## config.mk

```make
export PLATFORM = sky130hd
export DESIGN_NAME = olidm_ctrl
export DESIGN_NICKNAME = d
export VERILOG_FILES = /design/src/rtl/core/olidm_pkg.sv /design/src/rtl/core/olidm_ctrl.sv
export SDC_FILE = /design/constraint.sdc
export NUM_CORES = 1
export LEC_CHECK = 0
export ABC_AREA = 1
export BUFFER_PORTS_ARGS = -buffer_cell sky130_fd_sc_hd__clkbuf_2
export CELL_PAD_IN_SITES_DETAIL_PLACEMENT = 1
export CELL_PAD_IN_SITES_GLOBAL_PLACEMENT = 1
export CORE_UTILIZATION = 23
export CTS_CLUSTER_DIAMETER = 100
export CTS_CLUSTER_SIZE = 24
export DETAILED_ROUTE_END_ITERATION = 8
export PLACE_DENSITY = 0.78
export SYNTH_ARGS = -nofsm -noshare
export SYNTH_HDL_FRONTEND = slang
export SYNTH_SLANG_ARGS = --single-unit
```

## constraint.sdc

```tcl
create_clock -name clk_i -period 1.18 [get_ports clk_i]
set_clock_uncertainty 0.1 [all_clocks]
set_input_delay 0.236 -clock clk_i [delete_from_list [all_inputs] [get_ports clk_i]]
set_output_delay 0.236 -clock clk_i [all_outputs]
set_load 0.1 [all_outputs]
```

## src/rtl/core/olidm_pkg.sv

```systemverilog
// Shared constants, codes and control types of the ordered list block.
package olidm_pkg;

  localparam int unsigned CAPACITY_DEF      = 256;
  localparam int unsigned FRACTION_BITS_DEF = 14;

  localparam int unsigned FUNC_W      = 2;
  localparam int unsigned VALUE_W     = 32;
  localparam int unsigned POS_W       = 16;
  localparam int unsigned STATUS_W    = 2;
  localparam int unsigned AVG_W       = 46;
  localparam int unsigned COUNT_OUT_W = 9;

  localparam logic [FUNC_W-1:0] FUNC_INSERT  = 2'd0;
  localparam logic [FUNC_W-1:0] FUNC_DELETE  = 2'd1;
  localparam logic [FUNC_W-1:0] FUNC_AVERAGE = 2'd2;

  localparam logic [STATUS_W-1:0] STATUS_DONE    = 2'd0;
  localparam logic [STATUS_W-1:0] STATUS_FULL    = 2'd1;
  localparam logic [STATUS_W-1:0] STATUS_IGNORED = 2'd2;
  localparam logic [STATUS_W-1:0] STATUS_EMPTY   = 2'd3;

  localparam logic [AVG_W-1:0] AVG_MAX = {1'b0, {(AVG_W-1){1'b1}}};
  localparam logic [AVG_W-1:0] AVG_MIN = {1'b1, {(AVG_W-1){1'b0}}};

  typedef enum logic [3:0] {
    ST_IDLE,
    ST_DECODE,
    ST_SHIFT,
    ST_INS_FIN,
    ST_DEL_FIN,
    ST_DIV,
    ST_ROUND,
    ST_SAT,
    ST_RESP
  } state_e;

  typedef struct packed {
    logic                accept;
    logic                status_we;
    logic [STATUS_W-1:0] status_code;
    logic                setup_ins;
    logic                setup_del;
    logic                shift;
    logic                ins_fin;
    logic                del_fin;
    logic                div_start;
    logic                div_step;
    logic                round;
    logic                sat;
    logic                respond;
  } cmd_t;

  typedef struct packed {
    logic [FUNC_W-1:0] func;
    logic              pos_zero;
    logic              pos_beyond;
    logic              full;
    logic              empty;
    logic              shift_done;
    logic              div_last;
    logic              out_busy;
  } stat_t;

endpackage

```

## src/rtl/core/olidm_ctrl.sv

```systemverilog
// Controller state machine sequencing list moves, division and the response.
module olidm_ctrl (
  input  logic             clk_i,
  input  logic             rst_ni,
  input  logic             req_valid_i,
  output logic             req_ready_o,
  input  olidm_pkg::stat_t stat_i,
  output olidm_pkg::cmd_t  cmd_o
);

  olidm_pkg::state_e state_q, state_d;

  always_ff @(posedge clk_i or negedge rst_ni) begin
    if (!rst_ni) begin
      state_q <= olidm_pkg::ST_IDLE;
    end else begin
      state_q <= state_d;
    end
  end

  always_comb begin
    state_d = state_q;
    case (state_q)
      olidm_pkg::ST_IDLE: begin
        if (req_valid_i) state_d = olidm_pkg::ST_DECODE;
      end
      olidm_pkg::ST_DECODE: begin
        case (stat_i.func)
          olidm_pkg::FUNC_INSERT: begin
            if (stat_i.pos_zero || stat_i.full) state_d = olidm_pkg::ST_RESP;
            else state_d = olidm_pkg::ST_SHIFT;
          end
          olidm_pkg::FUNC_DELETE: begin
            if (stat_i.pos_zero || stat_i.pos_beyond) state_d = olidm_pkg::ST_RESP;
            else state_d = olidm_pkg::ST_SHIFT;
          end
          olidm_pkg::FUNC_AVERAGE: begin
            if (stat_i.empty) state_d = olidm_pkg::ST_RESP;
            else state_d = olidm_pkg::ST_DIV;
          end
          default: state_d = olidm_pkg::ST_RESP;
        endcase
      end
      olidm_pkg::ST_SHIFT: begin
        if (stat_i.shift_done) begin
          if (stat_i.func == olidm_pkg::FUNC_INSERT) state_d = olidm_pkg::ST_INS_FIN;
          else state_d = olidm_pkg::ST_DEL_FIN;
        end
      end
      olidm_pkg::ST_INS_FIN: state_d = olidm_pkg::ST_RESP;
      olidm_pkg::ST_DEL_FIN: state_d = olidm_pkg::ST_RESP;
      olidm_pkg::ST_DIV: begin
        if (stat_i.div_last) state_d = olidm_pkg::ST_ROUND;
      end
      olidm_pkg::ST_ROUND: state_d = olidm_pkg::ST_SAT;
      olidm_pkg::ST_SAT:   state_d = olidm_pkg::ST_RESP;
      olidm_pkg::ST_RESP: begin
        if (!stat_i.out_busy) state_d = olidm_pkg::ST_IDLE;
      end
      default: state_d = olidm_pkg::ST_IDLE;
    endcase
  end

  always_comb begin
    cmd_o       = '0;
    req_ready_o = 1'b0;
    case (state_q)
      olidm_pkg::ST_IDLE: begin
        req_ready_o  = 1'b1;
        cmd_o.accept = req_valid_i;
      end
      olidm_pkg::ST_DECODE: begin
        case (stat_i.func)
          olidm_pkg::FUNC_INSERT: begin
            if (stat_i.pos_zero) begin
              cmd_o.status_we   = 1'b1;
              cmd_o.status_code = olidm_pkg::STATUS_IGNORED;
            end else if (stat_i.full) begin
              cmd_o.status_we   = 1'b1;
              cmd_o.status_code = olidm_pkg::STATUS_FULL;
            end else begin
              cmd_o.setup_ins = 1'b1;
            end
          end
          olidm_pkg::FUNC_DELETE: begin
            if (stat_i.pos_zero || stat_i.pos_beyond) begin
              cmd_o.status_we   = 1'b1;
              cmd_o.status_code = olidm_pkg::STATUS_IGNORED;
            end else begin
              cmd_o.setup_del = 1'b1;
            end
          end
          olidm_pkg::FUNC_AVERAGE: begin
            if (stat_i.empty) begin
              cmd_o.status_we   = 1'b1;
              cmd_o.status_code = olidm_pkg::STATUS_EMPTY;
            end else begin
              cmd_o.div_start = 1'b1;
            end
          end
          default: begin
            cmd_o.status_we   = 1'b1;
            cmd_o.status_code = olidm_pkg::STATUS_IGNORED;
          end
        endcase
      end
      olidm_pkg::ST_SHIFT:   cmd_o.shift    = 1'b1;
      olidm_pkg::ST_INS_FIN: cmd_o.ins_fin  = 1'b1;
      olidm_pkg::ST_DEL_FIN: cmd_o.del_fin  = 1'b1;
      olidm_pkg::ST_DIV:     cmd_o.div_step = 1'b1;
      olidm_pkg::ST_ROUND:   cmd_o.round    = 1'b1;
      olidm_pkg::ST_SAT:     cmd_o.sat      = 1'b1;
      olidm_pkg::ST_RESP:    cmd_o.respond  = !stat_i.out_busy;
      default: cmd_o = '0;
    endcase
  end

endmodule

```

==> results of run 1 <==
-- stage by stage --
| stage | setup TNS (ps) | instance area, sq um | hold slack, ps |
|---|---|---|---|
| floorplan | -8990 | 622 | -160 |
| global placement | -3840 | 1200 | -56.9 |
| detailed placement | -5320 | 1200 | -52.2 |
| CTS | -8640 | 1330 | 237 |
-- kinds of logic after synthesis --
logic type	synth area share (%)
AO/OA/AOI/OAI	6.31
buffers and inverters	14.2
flip-flops	21.1
AND/OR/NAND/NOR	58.4
-- what timing repair did --
action | 4_1_cts
resized for setup | 12
endpoints found under the setup margin | 19
hold buffers | 1
hold endpoints to repair | 4
pin swaps | 10
buffers inserted | 7
==> flow_metrics.tcl, run 1 <==
set metrics [dict create \
    outcome "aborted with a tool error" \
    stop_stage "global routing" \
    error_line "[ERROR DPL-0033] detailed placement checks failed during check placement." \
    grt_max_degree 6 \
    dp_cells 169 \
    io_pins 27 \
    synth_commonest_cells "nand2_1, nor2_1, inv_1" \
    async_flop_share_pct 100 \
    rows 16 \
    yosysWarnings 0 \
    cts_max_level 1 \
    place.port_buffers 26 \
    cts_sinks 4 \
    synth_edf_count 0 \
    die_x_um 47.5 \
    grt-worst-endpoint "cmd_o[12]" \
    die_height_um 47.5 \
    yosysMostFrequentCell "nand2_1" \
    yosysTopAreaCellShare_pct 21.3 \
    worstEpCategory "primary output" \
    synth_cells 91 \
    ys_dominant_reg_cell "dfrtp_1" \
    antenna_found_initial 0 \
    clock-root-buffer "clkbuf_4" \
    gp_congestion 0.795 \
    pre_cts_slack_ps -390 \
    initial_core_util_pct 24.2 \
    hpwlAfterDp_um 2130 \
    ys_seq_area_share_pct 21.1 \
    ys_seq_elements 4 \
    ys_types 15 \
    syn_nets 103 \
    yosys.area.top_type "nand2_1" \
    synth_area_leaders "nand2_1, dfrtp_1, nor2_1" \
    syn_avg_cell_area_sq_um 5.22 \
    clk_path_buf_depth 2 \
    syn_area_sq_um 475 \
    cts_made_buffers 3 \
]
==> run 2: changes to the inputs <==
==> config.mk (replaced) <==
export PLATFORM = sky130hd
export DESIGN_NAME = olidm_ctrl
export DESIGN_NICKNAME = d
export VERILOG_FILES = /design/src/rtl/core/olidm_pkg.sv /design/src/rtl/core/olidm_ctrl.sv
export SDC_FILE = /design/constraint.sdc
export NUM_CORES = 1
export LEC_CHECK = 0
export ABC_AREA = 1
export BUFFER_PORTS_ARGS = -buffer_cell sky130_fd_sc_hd__clkbuf_2
export CORE_AREA = 2 2 63 65
export DETAILED_ROUTE_END_ITERATION = 8
export DIE_AREA = 0 0 65 67
export PLACE_DENSITY_LB_ADDON = 0.15
export SYNTH_ARGS = -nofsm -noshare
export SYNTH_HDL_FRONTEND = slang
export SYNTH_SLANG_ARGS = --single-unit
==> constraint.sdc (replaced) <==
create_clock -name clk_i -period 1.55 [get_ports clk_i]
set_clock_uncertainty 0.1 [all_clocks]
set_input_delay 0.31 -clock clk_i [delete_from_list [all_inputs] [get_ports clk_i]]
set_output_delay 0.31 -clock clk_i [all_outputs]
set_load 0.1 [all_outputs]
==> run 2 against run 1 <==
Compared with the run above:
- synthesized area did not move
- the flow now finishes, with violations (negative setup slack)
- synthesized cell count unchanged
==> flow_metrics.tcl, run 2 <==
set metrics [dict create \
    outcome "complete, but fails checks" \
    violations "negative setup slack" \
    die_height_um 67 \
    cpMostUsedCell "inv_2" \
    cp_num_buf_inv 3 \
    fin_util_pct 37.3 \
    final_cell_mix "nand2_1, buf_4, buf_12" \
    crit_slowest_cell "dfrtp_2" \
    total_leakage_power_nw 0.652 \
    antenna_found_initial 0 \
    start_kind "register" \
    max_slew.worst_pin.slew_ps 273 \
    async_flop_share_pct 100 \
    fin_area_sq_mm 0.00135 \
    crit_type "register to primary output" \
    comb_power_share_pct 82.5 \
    synth_area_leaders "nand2_1, dfrtp_1, nor2_1" \
    grt_pass1_wl_um 3110 \
    first_iter_violations 13 \
    synth_commonest_cells "nand2_1, nor2_1, inv_1" \
    cts_made_buffers 3 \
    rows 22 \
    hold_viol_final 0 \
    slew_viol_final 0 \
    final_layout_size_suffix_gt1_share_pct 61.7 \
    endpoint_kind "primary output" \
    pre_cts_slack_ps -111 \
    initial_core_util_pct 13.2 \
    largestRegisters "state_q (4)" \
    place_area_sq_mm 0.00117 \
    path_cells "inv_2, nand2_2, inv_2, nand2_4, a21oi_4, buf_12" \
    syn_nets 103 \
    ys_seq_area_share_pct 21.1 \
    ys_dominant_reg_cell "dfrtp_1" \
    yosys.area.top_type "nand2_1" \
    p_sw_w 0.00133 \
    cts_max_level 1 \
    synth_edf_count 0 \
    synth_cells 91 \
    fp.dieArea_sq_mm 0.00436 \
    place.port_buffers 26 \
    clockPowerShare_pct 9.2 \
    finalSetupViolCount 15 \
    clk_latency_ps 220 \
    slowest_delay_ps 430 \
    hp-class "input port to register" \
    finalCritPeriodShare_pct 113 \
    routedWlPerCell_um 9.04 \
    antenna-diode-count 0 \
    drt_pass1_iterations 4 \
    slew_headroom_pct 81.8 \
    tritoncts "built" \
    largest_register_ffs 4 \
    vdd_drop_max_uv 415 \
    clock-root-buffer "clkbuf_8" \
    cp.arrival_ps 1340 \
    gp_congestion 0.701 \
    hpwlAfterDp_um 1520 \
    rsz0062_at_grt "yes" \
    hold_slack_ps 267 \
    fin_crit_ps 1750 \
    netSwitchingFraction_pct 53.4 \
    ys_seq_elements 4 \
    yosysWarnings 0 \
    final.setup.worst_slack_ps -195 \
    vias 714 \
    core_sq_mm 0.00361 \
    drc 0 \
    routed_wl_um 1780 \
    yosysMostFrequentCell "nand2_1" \
    yosysTopAreaCellShare_pct 21.3 \
    syn_avg_cell_area_sq_um 5.22 \
    grt_pass1_vias 732 \
    cts_sinks 4 \
    syn2layout_area_growth_pct 183 \
    cell_internal_pwr_w 0.00116 \
    io_pins 27 \
    die_x_um 65 \
    mostFrequentLayoutCell "nand2_1" \
    grtUsageTotal_pct 9.05 \
    path_max_fanout 5 \
    grt_max_degree 6 \
    syn_area_sq_um 475 \
    vias_per_cell 3.62 \
    p_seq_share_pct 8.3 \
    gr-total-overflow 0 \
    clk_path_buf_depth 2 \
    power_density_mw_per_mm2 1850 \
    clk_pin_slew_ps 30 \
    ant_nets 0 \
    maxCapViolations 0 \
    fmax_mhz 573 \
    ys_types 15 \
    fin_nets 162 \
    required_ps 1140 \
    cpLargestDelayFamily "flip-flops" \
    regMostFlops "state_q" \
]
run 2: cell counts after synthesis:
Identical to the previous run, type by type.
run 2: power by group through the flow:
| stage | clock (W) | sequential [W] | combinational (W) |
|---|---|---|---|
| 4_1_cts | 0.000235 | 0.000207 | 0.00202 |
| 3_3_place_gp | 0 | 0.000192 | 0.00186 |
| 5_1_grt | 0.000247 | 0.000219 | 0.00217 |
| 2_1_floorplan | 0 | 0.000200 | 0.00114 |
| 3_5_place_dp | 0 | 0.000195 | 0.00185 |
| 6_report | 0.000229 | 0.000208 | 0.00206 |
run 2: per-stage QoR:
step                      instances  total power, W  setup TNS [ps]
after floorplan                  91         0.00133           -3150
after global placement          184         0.00205            -230
after detailed placement        184         0.00205            -333
after CTS                       195         0.00246           -1940
after global routing            197         0.00264           -2830
final                           197         0.00249           -1880
run 2: timing repair:
| action | in CTS | in global routing |
|---|---|---|
| hold buffers | 1 | 0 |
| endpoints found under the setup margin | 15 | 18 |
| endpoints found under the hold margin | 4 | 0 |
| buffers inserted | 6 | 2 |
| pin swaps | 8 | 6 |
| gates resized for setup | 13 | 7 |
run 2: kinds of logic after synthesis:
logic type	synth area share, %
flip-flops	21.1
buffers and inverters	14.2
AO/OA/AOI/OAI	6.31
AND/OR/NAND/NOR	58.4
run 2: final cells by class:
type | count | area, sq um
tap | 48 | 60.1
inverter | 18 | 72.6
clock buffer | 4 | 45.0
multi-input combinational | 69 | 470
timing repair buffer | 54 | 594
sequential | 4 | 104
fill | 398 | 2260
run 2: worst reg2reg max path, stage by stage (launching register included):
cell and delay (ps):
dfrtp_1 390, inv_2 120, nand2_4 80, buf_6 130, nor2_4 140, buf_6 130
nand2_4 50, nand2_2 70, nor2_2 40, nand2_1 60, nand2_1 40
run 2: path summary, 6_finish.rpt:
check | startpoint | endpoint | slack (ps) | depth (start not counted)
setup reg to reg | state_q[3] | state_q[0] | 80 | 10
min in group asynchronous | rst_ni | state_q[3] | 330 | 2
setup / recovery | state_q[1] | cmd_o[10] | -200 | 6
hold reg to reg | state_q[2] | state_q[3] | 620 | 3
max in group asynchronous | rst_ni | state_q[1] | 880 | 2
hold / removal | stat_i[2] | state_q[1] | 270 | 4
run 2: per-layer routing:
layer / vias to the layer above / GRT usage (%) / share of wire [%]
li1: 391 / - / -
met1: 311 / 10.8 / 43
met2: 12 / 16.2 / 53
met3: 0 / 1.52 / 4.3
met4: 0 / 3.19 / 0
met5: - / 0 / 0
No activity file was read; power rests on OpenSTA's default activity.
